[config.mk]
export PLATFORM = sky130hd
export DESIGN_NAME = task_delay_wake_table_unit_flat
export DESIGN_NICKNAME = d
export VERILOG_FILES = /design/src/rtl/tdw_pkg.sv /design/src/rtl/tdw_in_if.sv /design/src/rtl/tdw_out_if.sv /design/src/rtl/tdw_ram.sv /design/src/rtl/tdw_ctrl.sv /design/src/rtl/tdw_dpath.sv /design/src/rtl/task_delay_wake_table_unit.sv /design/src/flat_wrapper.sv
export SDC_FILE = /design/constraint.sdc
export NUM_CORES = 1
export LEC_CHECK = 0
export BUFFER_PORTS_ARGS = -buffer_cell sky130_fd_sc_hd__buf_2
export CORE_ASPECT_RATIO = 1.75
export CORE_MARGIN = 5
export CORE_UTILIZATION = 42
export DETAILED_ROUTE_END_ITERATION = 8
export MAX_ROUTING_LAYER = met4
export PLACE_DENSITY = 0.64
export SLEW_MARGIN = 20
export SYNTH_ARGS = -nofsm -noshare
export SYNTH_HDL_FRONTEND = slang
export SYNTH_SLANG_ARGS = --single-unit
[constraint.sdc]
create_clock -name clk -period 6.5 [get_ports clk]
set_input_delay 1.3 -clock clk [delete_from_list [all_inputs] [get_ports clk]]
set_output_delay 1.3 -clock clk [all_outputs]
set_load 0.05 [all_outputs]
[src/rtl/tdw_pkg.sv]
// Shared types and codes for the task delay / wake table.
// Action and status codes plus the controller to datapath command and status words.
// No dependencies.
package tdw_pkg;

  localparam logic [2:0] ACT_TICK   = 3'd0;
  localparam logic [2:0] ACT_DELAY  = 3'd1;
  localparam logic [2:0] ACT_WAIT   = 3'd2;
  localparam logic [2:0] ACT_FIND   = 3'd3;
  localparam logic [2:0] ACT_CREATE = 3'd4;

  localparam logic [1:0] ST_OK      = 2'd0;
  localparam logic [1:0] ST_FULL    = 2'd1;
  localparam logic [1:0] ST_NO_TASK = 2'd2;

  localparam int MAX_SLOTS = 16;

  typedef struct packed {
    logic accept;
    logic step;
    logic finish;
  } tdw_cmd_t;

  typedef struct packed {
    logic in_scan;
    logic at_end;
    logic step_emits;
    logic finish_emits;
    logic out_free;
  } tdw_stat_t;

endpackage

[src/rtl/tdw_in_if.sv]
// Input channel of the task delay / wake table: valid, ready and one action word.
// No dependencies.
interface tdw_in_if;
  logic        valid;
  logic        ready;
  logic [2:0]  action;
  logic [3:0]  task_id;
  logic [31:0] ticks;
  logic [7:0]  lock_id;
  logic [7:0]  priority_req;

  modport source(output valid, action, task_id, ticks, lock_id, priority_req, input ready);
  modport sink(input valid, action, task_id, ticks, lock_id, priority_req, output ready);
endinterface

[src/rtl/tdw_out_if.sv]
// Result channel of the task delay / wake table: valid, ready and one result word.
// No dependencies.
interface tdw_out_if;
  logic       valid;
  logic       ready;
  logic [3:0] result_task;
  logic       found;
  logic [1:0] status;
  logic       last;

  modport source(output valid, result_task, found, status, last, input ready);
  modport sink(input valid, result_task, found, status, last, output ready);
endinterface

[src/rtl/tdw_ram.sv]
// Generic single write port RAM with registered read.
// No dependencies.
module tdw_ram #(
  parameter int WIDTH = 8,
  parameter int DEPTH = 16
) (
  input  logic                     clk,
  input  logic                     we,
  input  logic [$clog2(DEPTH)-1:0] waddr,
  input  logic [WIDTH-1:0]         wdata,
  input  logic [$clog2(DEPTH)-1:0] raddr,
  output logic [WIDTH-1:0]         rdata
);

  logic [WIDTH-1:0] mem [DEPTH];

  always_ff @(posedge clk) begin
    if (we) begin
      mem[waddr] <= wdata;
    end
    rdata <= mem[raddr];
  end

endmodule

[src/rtl/tdw_ctrl.sv]
// Controller of the task delay / wake table: idle / scan sequencing.
// Depends on tdw_pkg for the command and status words.
module tdw_ctrl import tdw_pkg::*; (
  input  logic      clk,
  input  logic      rst_n,
  input  logic      in_valid,
  output logic      in_ready,
  input  tdw_stat_t stat,
  output tdw_cmd_t  cmd
);

  typedef enum logic {S_IDLE, S_SCAN} state_t;

  state_t state_r, state_nxt;

  always_comb begin
    state_nxt  = state_r;
    in_ready   = 1'b0;
    cmd        = '0;
    case (state_r)
      S_IDLE: begin
        in_ready   = stat.out_free;
        cmd.accept = in_valid && stat.out_free;
        if (cmd.accept && stat.in_scan) begin
          state_nxt = S_SCAN;
        end
      end
      S_SCAN: begin
        cmd.step   = !stat.at_end && (!stat.step_emits || stat.out_free);
        cmd.finish = stat.at_end && (!stat.finish_emits || stat.out_free);
        if (cmd.finish) begin
          state_nxt = S_IDLE;
        end
      end
      default: begin
        state_nxt = S_IDLE;
      end
    endcase
  end

  always_ff @(posedge clk) begin
    if (!rst_n) begin
      state_r <= S_IDLE;
    end else begin
      state_r <= state_nxt;
    end
  end

endmodule

[src/rtl/tdw_dpath.sv]
// Datapath of the task delay / wake table: tick counter, task table, scan and result register.
// Depends on tdw_pkg and tdw_ram.
module tdw_dpath import tdw_pkg::*; #(
  parameter int SLOTS = 16
) (
  input  logic        clk,
  input  logic        rst_n,
  input  tdw_cmd_t    cmd,
  output tdw_stat_t   stat,
  input  logic [2:0]  in_action,
  input  logic [3:0]  in_task_id,
  input  logic [31:0] in_ticks,
  input  logic [7:0]  in_lock_id,
  input  logic [7:0]  in_priority_req,
  input  logic        out_ready,
  output logic        out_valid,
  output logic [3:0]  out_result_task,
  output logic        out_found,
  output logic [1:0]  out_status,
  output logic        out_last
);

  localparam int IDX_W = $clog2(SLOTS);
  localparam int CNT_W = $clog2(SLOTS + 1);

  logic [31:0]      counter_r;
  logic [CNT_W-1:0] count_r;
  logic [SLOTS-1:0] blocked_r, blocked_nxt;
  logic [CNT_W-1:0] scan_r, scan_nxt;
  logic             is_find_r;
  logic [7:0]       lock_r;
  logic             pend_v_r;
  logic [IDX_W-1:0] pend_idx_r;
  logic             have_r;
  logic [IDX_W-1:0] best_idx_r;
  logic [7:0]       best_prio_r;

  logic             out_valid_r;
  logic [3:0]       out_task_r, out_task_nxt;
  logic             out_found_r, out_found_nxt;
  logic [1:0]       out_status_r, out_status_nxt;
  logic             out_last_r, out_last_nxt;
  logic             out_load;

  logic             tid_ok, full, hit, better;
  logic [IDX_W-1:0] cur, tid_idx, new_idx;
  logic             is_delay, is_wait, is_create, is_tick_acc;
  logic             wake_we, lock_we, prio_we;
  logic [IDX_W-1:0] waddr;
  logic [31:0]      wake_wdata, wake_rd;
  logic [7:0]       lock_wdata, lock_rd, prio_rd;

  assign tid_ok    = {1'b0, in_task_id} < 5'(count_r);
  assign full      = count_r == CNT_W'(SLOTS);
  assign cur       = scan_r[IDX_W-1:0];
  assign tid_idx   = in_task_id[IDX_W-1:0];
  assign new_idx   = count_r[IDX_W-1:0];
  assign is_delay  = cmd.accept && in_action == ACT_DELAY;
  assign is_wait   = cmd.accept && in_action == ACT_WAIT;
  assign is_create = cmd.accept && in_action == ACT_CREATE;
  assign is_tick_acc = cmd.accept && in_action == ACT_TICK;

  assign wake_we    = (is_delay && tid_ok) || (is_create && !full);
  assign lock_we    = ((is_delay || is_wait) && tid_ok) || (is_create && !full);
  assign prio_we    = is_create && !full;
  assign waddr      = is_create ? new_idx : tid_idx;
  assign wake_wdata = is_create ? 32'd0 : counter_r + in_ticks;
  assign lock_wdata = is_wait ? in_lock_id : 8'd0;

  assign scan_nxt = cmd.accept ? '0 : (cmd.step ? scan_r + 1'b1 : scan_r);

  tdw_ram #(.WIDTH(32), .DEPTH(SLOTS)) u_wake (
    .clk(clk), .we(wake_we), .waddr(waddr), .wdata(wake_wdata),
    .raddr(scan_nxt[IDX_W-1:0]), .rdata(wake_rd)
  );

  tdw_ram #(.WIDTH(8), .DEPTH(SLOTS)) u_lock (
    .clk(clk), .we(lock_we), .waddr(waddr), .wdata(lock_wdata),
    .raddr(scan_nxt[IDX_W-1:0]), .rdata(lock_rd)
  );

  tdw_ram #(.WIDTH(8), .DEPTH(SLOTS)) u_prio (
    .clk(clk), .we(prio_we), .waddr(waddr), .wdata(in_priority_req),
    .raddr(scan_nxt[IDX_W-1:0]), .rdata(prio_rd)
  );

  // read data always belongs to slot scan_r
  always_comb begin
    if (is_find_r) begin
      hit = blocked_r[cur] && lock_rd == lock_r;
    end else begin
      hit = blocked_r[cur] && lock_rd == 8'd0 && wake_rd <= counter_r;
    end
  end

  assign better = !have_r || prio_rd > best_prio_r;

  assign stat.in_scan      = in_action == ACT_TICK || in_action == ACT_FIND;
  assign stat.at_end       = scan_r == count_r;
  assign stat.step_emits   = !is_find_r && hit && pend_v_r;
  assign stat.finish_emits = is_find_r || pend_v_r;
  assign stat.out_free     = !out_valid_r || out_ready;

  always_comb begin
    blocked_nxt = blocked_r;
    if ((is_delay || is_wait) && tid_ok) begin
      blocked_nxt[tid_idx] = 1'b1;
    end
    if (is_create && !full) begin
      blocked_nxt[new_idx] = 1'b0;
    end
    if (cmd.step && !is_find_r && hit) begin
      blocked_nxt[cur] = 1'b0;
    end
  end

  always_comb begin
    out_load       = 1'b0;
    out_task_nxt   = out_task_r;
    out_found_nxt  = out_found_r;
    out_status_nxt = out_status_r;
    out_last_nxt   = out_last_r;
    if (is_delay || is_wait) begin
      out_load       = 1'b1;
      out_task_nxt   = tid_ok ? in_task_id : 4'd0;
      out_found_nxt  = tid_ok;
      out_status_nxt = tid_ok ? ST_OK : ST_NO_TASK;
      out_last_nxt   = 1'b1;
    end else if (is_create) begin
      out_load       = 1'b1;
      out_task_nxt   = full ? 4'd0 : 4'(count_r);
      out_found_nxt  = !full;
      out_status_nxt = full ? ST_FULL : ST_OK;
      out_last_nxt   = 1'b1;
    end else if (cmd.step && stat.step_emits) begin
      out_load       = 1'b1;
      out_task_nxt   = 4'(pend_idx_r);
      out_found_nxt  = 1'b1;
      out_status_nxt = ST_OK;
      out_last_nxt   = 1'b0;
    end else if (cmd.finish && stat.finish_emits) begin
      out_load       = 1'b1;
      out_status_nxt = ST_OK;
      out_last_nxt   = 1'b1;
      if (is_find_r) begin
        out_task_nxt  = have_r ? 4'(best_idx_r) : 4'd0;
        out_found_nxt = have_r;
      end else begin
        out_task_nxt  = 4'(pend_idx_r);
        out_found_nxt = 1'b1;
      end
    end
  end

  always_ff @(posedge clk) begin
    if (!rst_n) begin
      counter_r   <= '0;
      count_r     <= '0;
      blocked_r   <= '0;
      scan_r      <= '0;
      pend_v_r    <= 1'b0;
      have_r      <= 1'b0;
      out_valid_r <= 1'b0;
    end else begin
      blocked_r <= blocked_nxt;
      scan_r    <= scan_nxt;
      if (is_tick_acc) begin
        counter_r <= counter_r + 32'd1;
      end
      if (is_create && !full) begin
        count_r <= count_r + 1'b1;
      end
      if (cmd.accept) begin
        pend_v_r <= 1'b0;
        have_r   <= 1'b0;
      end else if (cmd.step && hit) begin
        if (!is_find_r) begin
          pend_v_r <= 1'b1;
        end else if (better) begin
          have_r <= 1'b1;
        end
      end
      if (out_load) begin
        out_valid_r <= 1'b1;
      end else if (out_ready) begin
        out_valid_r <= 1'b0;
      end
    end
  end

  always_ff @(posedge clk) begin
    if (cmd.accept) begin
      is_find_r <= in_action == ACT_FIND;
      lock_r    <= in_lock_id;
    end
    if (cmd.step && hit) begin
      if (!is_find_r) begin
        pend_idx_r <= cur;
      end else if (better) begin
        best_idx_r  <= cur;
        best_prio_r <= prio_rd;
      end
    end
    if (out_load) begin
      out_task_r   <= out_task_nxt;
      out_found_r  <= out_found_nxt;
      out_status_r <= out_status_nxt;
      out_last_r   <= out_last_nxt;
    end
  end

  assign out_valid       = out_valid_r;
  assign out_result_task = out_task_r;
  assign out_found       = out_found_r;
  assign out_status      = out_status_r;
  assign out_last        = out_last_r;

endmodule

[src/rtl/task_delay_wake_table_unit.sv]
// Task delay / wake table, top level. Delay, wait and create: result word in the cycle after
// accept, next word accepted once the result register is free. Tick and find: one task slot
// scanned per cycle while the output does not stall, the rate set by the single read port of
// the task RAMs; a tick gives one word per woken task, none if none wakes, find one last word.
// Reset clears the tick counter, task count and blocked marks at once; no clearing pass.
// Depends on tdw_pkg, tdw_in_if, tdw_out_if, tdw_ctrl and tdw_dpath.
module task_delay_wake_table_unit import tdw_pkg::*; #(
  parameter int TASK_SLOTS = 16
) (
  input  logic      clk,
  input  logic      rst_n,
  tdw_in_if.sink    in_ch,
  tdw_out_if.source out_ch
);

  localparam int SLOTS = (TASK_SLOTS < MAX_SLOTS) ? TASK_SLOTS : MAX_SLOTS;

  tdw_cmd_t  cmd;
  tdw_stat_t stat;

  tdw_ctrl u_ctrl (
    .clk      (clk),
    .rst_n    (rst_n),
    .in_valid (in_ch.valid),
    .in_ready (in_ch.ready),
    .stat     (stat),
    .cmd      (cmd)
  );

  tdw_dpath #(.SLOTS(SLOTS)) u_dpath (
    .clk             (clk),
    .rst_n           (rst_n),
    .cmd             (cmd),
    .stat            (stat),
    .in_action       (in_ch.action),
    .in_task_id      (in_ch.task_id),
    .in_ticks        (in_ch.ticks),
    .in_lock_id      (in_ch.lock_id),
    .in_priority_req (in_ch.priority_req),
    .out_ready       (out_ch.ready),
    .out_valid       (out_ch.valid),
    .out_result_task (out_ch.result_task),
    .out_found       (out_ch.found),
    .out_status      (out_ch.status),
    .out_last        (out_ch.last)
  );

`ifndef SYNTHESIS
  a_single_word: assert property (@(posedge clk) disable iff (!rst_n)
    (in_ch.valid && in_ch.ready &&
     (in_ch.action == ACT_DELAY || in_ch.action == ACT_WAIT || in_ch.action == ACT_CREATE))
    |=> (out_ch.valid && out_ch.last))
    else $error("single-result action did not load a last word");

  a_scan_blocks_input: assert property (@(posedge clk) disable iff (!rst_n)
    (cmd.accept && stat.in_scan) |=> !in_ch.ready)
    else $error("input taken while a scan is running");

  a_step_finish_excl: assert property (@(posedge clk) disable iff (!rst_n)
    !(cmd.step && cmd.finish) && !(cmd.accept && (cmd.step || cmd.finish)))
    else $error("conflicting controller commands");
`endif

endmodule
[src/flat_wrapper.sv]
// flat-port wrapper written by rule: the top's interface ports become plain ports
module task_delay_wake_table_unit_flat import tdw_pkg::*;
#(
  parameter int TASK_SLOTS = 16
)
  (clk, rst_n, in_ch_valid, in_ch_action, in_ch_task_id, in_ch_ticks, in_ch_lock_id, in_ch_priority_req, in_ch_ready, out_ch_valid, out_ch_result_task, out_ch_found, out_ch_status, out_ch_last, out_ch_ready);
  tdw_in_if in_ch_i ();
  tdw_out_if out_ch_i ();
  input  logic clk;
  input  logic rst_n;
  input wire logic [$bits(in_ch_i.valid)-1:0] in_ch_valid;
  input wire logic [$bits(in_ch_i.action)-1:0] in_ch_action;
  input wire logic [$bits(in_ch_i.task_id)-1:0] in_ch_task_id;
  input wire logic [$bits(in_ch_i.ticks)-1:0] in_ch_ticks;
  input wire logic [$bits(in_ch_i.lock_id)-1:0] in_ch_lock_id;
  input wire logic [$bits(in_ch_i.priority_req)-1:0] in_ch_priority_req;
  output wire logic [$bits(in_ch_i.ready)-1:0] in_ch_ready;
  output wire logic [$bits(out_ch_i.valid)-1:0] out_ch_valid;
  output wire logic [$bits(out_ch_i.result_task)-1:0] out_ch_result_task;
  output wire logic [$bits(out_ch_i.found)-1:0] out_ch_found;
  output wire logic [$bits(out_ch_i.status)-1:0] out_ch_status;
  output wire logic [$bits(out_ch_i.last)-1:0] out_ch_last;
  input wire logic [$bits(out_ch_i.ready)-1:0] out_ch_ready;
  assign in_ch_i.valid = in_ch_valid;
  assign in_ch_i.action = in_ch_action;
  assign in_ch_i.task_id = in_ch_task_id;
  assign in_ch_i.ticks = in_ch_ticks;
  assign in_ch_i.lock_id = in_ch_lock_id;
  assign in_ch_i.priority_req = in_ch_priority_req;
  assign in_ch_ready = in_ch_i.ready;
  assign out_ch_valid = out_ch_i.valid;
  assign out_ch_result_task = out_ch_i.result_task;
  assign out_ch_found = out_ch_i.found;
  assign out_ch_status = out_ch_i.status;
  assign out_ch_last = out_ch_i.last;
  assign out_ch_i.ready = out_ch_ready;
  task_delay_wake_table_unit #(.TASK_SLOTS(TASK_SLOTS)) u_core (.clk(clk), .rst_n(rst_n), .in_ch(in_ch_i), .out_ch(out_ch_i));
endmodule
==> results.rst <==
.. list-table::
   :header-rows: 1

   * - Metric
     - Value
   * - Run status
     - finished, final reports clean
   * - Most repeated cell in the gate-level netlist after synthesis
     - sky130_fd_sc_hd__edfxtp_1
   * - Total congestion overflow
     - 0
   * - DR pass1 iterations
     - 5
   * - Vias
     - 21.98k
   * - GR Util All Layers
     - 0.1994
   * - Number of global-route vias before repair
     - 22.86k
   * - Worst R2R Setup Slack
     - 1.64 ns
   * - Capturing element type of the critical path
     - register
   * - Post-synth top cells
     - sky130_fd_sc_hd__edfxtp_1 (801), sky130_fd_sc_hd__mux2i_1 (481), sky130_fd_sc_hd__nor2_1 (121)
   * - DIE AREA
     - 98100 um2
   * - Count of flip-flops with a built-in enable after synthesis
     - 801
   * - Number of antenna violations at the first check in global routing
     - 4
   * - Clock Latency Late Sink
     - 0.69 ns
   * - Areal power density over the cells
     - 270.1 nW/um2
   * - Final hold violations
     - 0
   * - Portion of synthesized cell area occupied by the leading cell type
     - 0.6245
   * - # hold bufs at CTS
     - 0
   * - Worst hold path type
     - reg2reg
   * - Number of max-cap violations
     - 0
   * - Worst slew margin relative to its limit
     - 0.2569
   * - Main area contributors after synthesis
     - sky130_fd_sc_hd__edfxtp_1 (62%), sky130_fd_sc_hd__mux2i_1 (13%), sky130_fd_sc_hd__dfxtp_1 (5.7%)
   * - Root Buffer
     - sky130_fd_sc_hd__clkbuf_16
   * - Static Leakage
     - 15.89 nW
   * - CTS Buf Count
     - 83
   * - Final Critical Period
     - 4.862 ns
   * - Die extent in x
     - 238.9 um
   * - Worst hold path depth
     - 0
   * - Worst Clk Skew
     - 0.04292 ns
   * - Number of warnings reported in the yosys synthesis log
     - 0
   * - Unrepaired setup endpoints after global routing
     - no
   * - FF-to-FF End
     - u_core.u_dpath.u_lock.rdata[0]
   * - Maximum net fanout on the critical path
     - 47
   * - Site row count
     - 147
   * - Fin nets
     - 2786
   * - Flops & latches, synth
     - 911
   * - Total detailed-routing wirelength
     - 96940 um
   * - Initial core utilization
     - 0.4214
   * - Antenna Nets Post-Route
     - 0
   * - Worst VDD drop
     - 0.2172 mV
   * - Global-route wire length before repair
     - 143300 um
   * - Maximum operating frequency
     - 205.7 MHz
   * - Worst Hold Margin
     - 0.4425 ns
   * - Max clock buf depth
     - 3
   * - Average cell area after synthesis
     - 15.18 um2
   * - Final weighted congestion in routability-driven placement
     - 0.9047
   * - Post-CTS Setup Inserts
     - 0
   * - Layout overhead on the synthesized area
     - 12.95%
   * - Category of the critical setup timing path
     - reg2reg
   * - Initial DRC Count
     - 1544
   * - Largest net degree at the start of global routing
     - 69
   * - Endpoint of the worst hold-timing path
     - u_core.u_dpath.best_prio_r[2]
   * - Crit path required time
     - 7.03 ns
   * - Depth of the CTS H-tree
     - 3
   * - Total Negative Setup Slacks
     - 0 ns
   * - Worst hold start
     - u_core.u_dpath.u_prio.rdata[2]
   * - Drt wl/cell
     - 24.79 um
   * - Worst-path clk slew
     - 0.07 ns
   * - CTS tree
     - built
   * - Worst-Margin Slew
     - 1.115 ns
   * - Number of cells produced by synthesis
     - 2538
   * - Cell count of the worst reg-to-reg path
     - 14
   * - Flip-flop cell with the highest count after synthesis
     - sky130_fd_sc_hd__edfxtp_1
   * - Sequential cell area fraction in the yosys report
     - 0.6817
   * - Number of distinct library cells after synthesis
     - 70
   * - Area of the core
     - 91410 um2
   * - Post-DP HPWL
     - 61980 um
   * - Share of flip-flops with an asynchronous set or reset after synthesis
     - 0
   * - Leading area contributor after synthesis
     - sky130_fd_sc_hd__edfxtp_1
   * - Number of remaining DRC errors
     - 0
   * - Number of fillers in the final layout
     - 7711
   * - Overall die height
     - 410.6 um
   * - Count of buffers from port buffering
     - 68
   * - Clock sinks
     - 911
   * - Post-route fraction of the period consumed by the critical path
     - 0.7481
   * - Worst endpoint data arrival time
     - 5.39 ns
   * - Setup violation total in the final timing report
     - 0
   * - Number of pins exceeding their max-slew limit in the final report
     - 0
   * - Summed instance area of the synthesized netlist
     - 38520 um2
   * - Share of post-route cells with drive strength above 1
     - 0.1231
   * - Reg-to-reg startpoint
     - u_core.u_dpath.counter_r[29]
   * - Number of I/O pins
     - 69
   * - Startpoint type of the worst setup path
     - register
   * - Synthesized netlist net count
     - 2681
   * - Via/cell ratio
     - 5.621
   * - Number of gates resized after CTS
     - 0
[worst max-delay path: stages (launching register included)]
cell and delay, ns:
sky130_fd_sc_hd__dfxtp_1 0.44, sky130_fd_sc_hd__inv_1 0.07, sky130_fd_sc_hd__ha_1 0.30, sky130_fd_sc_hd__nand4_1 0.26, sky130_fd_sc_hd__nor4_1 0.38, sky130_fd_sc_hd__inv_1 0.20, sky130_fd_sc_hd__a41oi_1 0.59, sky130_fd_sc_hd__o21ai_1 0.32
sky130_fd_sc_hd__a21oi_2 0.39, sky130_fd_sc_hd__mux2i_1 0.19, sky130_fd_sc_hd__nand3_2 0.10, sky130_fd_sc_hd__buf_4 0.66, sky130_fd_sc_hd__o22ai_1 0.16, sky130_fd_sc_hd__buf_4 0.18, sky130_fd_sc_hd__or3_1 0.45
[logic make-up (layout without fill, tap and decap cells)]
| kind of cell | Yosys count | in the layout | synth area share |
|---|---|---|---|
| compound gates | 348 | 348 | 0.06211 |
| xor+xnor | 70 | 70 | 0.01592 |
| fa+ha+maj | 84 | 84 | 0.02748 |
| simple gates | 453 | 453 | 0.06120 |
| buf+inv | 185 | 361 | 0.02371 |
| other cells | 0 | 4 | 0 |
| mux | 487 | 487 | 0.1279 |
| flops | 911 | 911 | 0.6817 |
[where the power goes]
group / switching [W] / internal (W) / total, W
Combinational: 0.000210 / 0.0000783 / 0.000288
Clock: 0.00227 / 0.00279 / 0.00506
Sequential: 0.0000112 / 0.00639 / 0.00640
[cells in the final DEF, fill, tap and decap left out, types with 31 or more instances in the layout]
master                      netlist  routed
sky130_fd_sc_hd__edfxtp_1       801     801
sky130_fd_sc_hd__mux2i_1        481     481
sky130_fd_sc_hd__dfxtp_1        110     110
sky130_fd_sc_hd__nor2_1         121     108
sky130_fd_sc_hd__o22ai_1         94      94
sky130_fd_sc_hd__ha_1            83      83
sky130_fd_sc_hd__clkbuf_16        0      83
sky130_fd_sc_hd__buf_2           43      68
sky130_fd_sc_hd__inv_1           64      64
sky130_fd_sc_hd__buf_4           10      61
sky130_fd_sc_hd__nand2_1         60      60
sky130_fd_sc_hd__or3_1           57      57
sky130_fd_sc_hd__xnor2_1         53      53
sky130_fd_sc_hd__and2_1          48      48
sky130_fd_sc_hd__a22o_1          48      48
sky130_fd_sc_hd__a21oi_1         42      40
sky130_fd_sc_hd__o21ai_0         36      36
sky130_fd_sc_hd__nand3_1         32      31
[final cells by class]
cell class / count / area [um2] / share of cell area
inverters: 64 / 240.2 / 0.005522
flip-flops and latches: 911 / 26260 / 0.6035
well taps: 1192 / 1491 / 0.03428
multi-input cells: 1442 / 11610 / 0.2668
clock inverters: 59 / 670.6 / 0.01542
clock buffers: 97 / 2190 / 0.05033
repair buffers: 141 / 1039 / 0.02387
diodes: 4 / 10.01 / 0.0002301
[flip-flops by register name, indices dropped and copies added (netlist names), 8 cells and up]
name / flops
u_core.u_dpath.u_wake.mem: 512
u_core.u_dpath.u_lock.mem: 128
u_core.u_dpath.u_prio.mem: 128
u_core.u_dpath.counter_r: 32
u_core.u_dpath.u_wake.rdata: 32
u_core.u_dpath.blocked_r: 16
u_core.u_dpath.best_prio_r: 8
u_core.u_dpath.lock_r: 8
u_core.u_dpath.u_lock.rdata: 8
u_core.u_dpath.u_prio.rdata: 8
[worst max-delay path by stage]
stage                            startpoint                                 to  slack, ns
2_1_floorplan                  out_ch_ready   u_core.u_dpath.u_wake.mem[10][0]       0.91
3_3_place_gp                 in_ch_ticks[2]  u_core.u_dpath.u_wake.mem[12][31]       0.65
3_5_place_dp               in_ch_task_id[1]    u_core.u_dpath.u_wake.mem[9][8]       1.04
4_1_cts        u_core.u_dpath.counter_r[15]     u_core.u_dpath.u_lock.rdata[0]       1.69
5_1_grt        u_core.u_dpath.counter_r[15]     u_core.u_dpath.u_lock.rdata[0]       1.47
6_report       u_core.u_dpath.counter_r[29]     u_core.u_dpath.u_lock.rdata[0]       1.64
[per-layer routing]
metal / wire length, um / track usage / part of all wire
met2: 52350 / 0.3614 / 0.54
met4: 4686 / 0.08673 / 0.048
met3: 4164 / 0.02722 / 0.043
met1: 35740 / 0.2178 / 0.37
met5: 0 / - / 0
[per-stage QoR]
step                      cell area (um2)  power, W  setup WS (ns)    util  instances
final                               43500   0.01175          1.638  0.4759       3910
after global placement              40600  0.006801         0.6550  0.4441       3749
after detailed placement            40620  0.006811          1.037  0.4443       3750
after global routing                43500   0.01210          1.470  0.4759       3909
after CTS                           43480   0.01184          1.692  0.4756       3906
after floorplan                     38520  0.006677         0.9145       -       2538
Note: power is estimated with default switching activity, not from simulation.
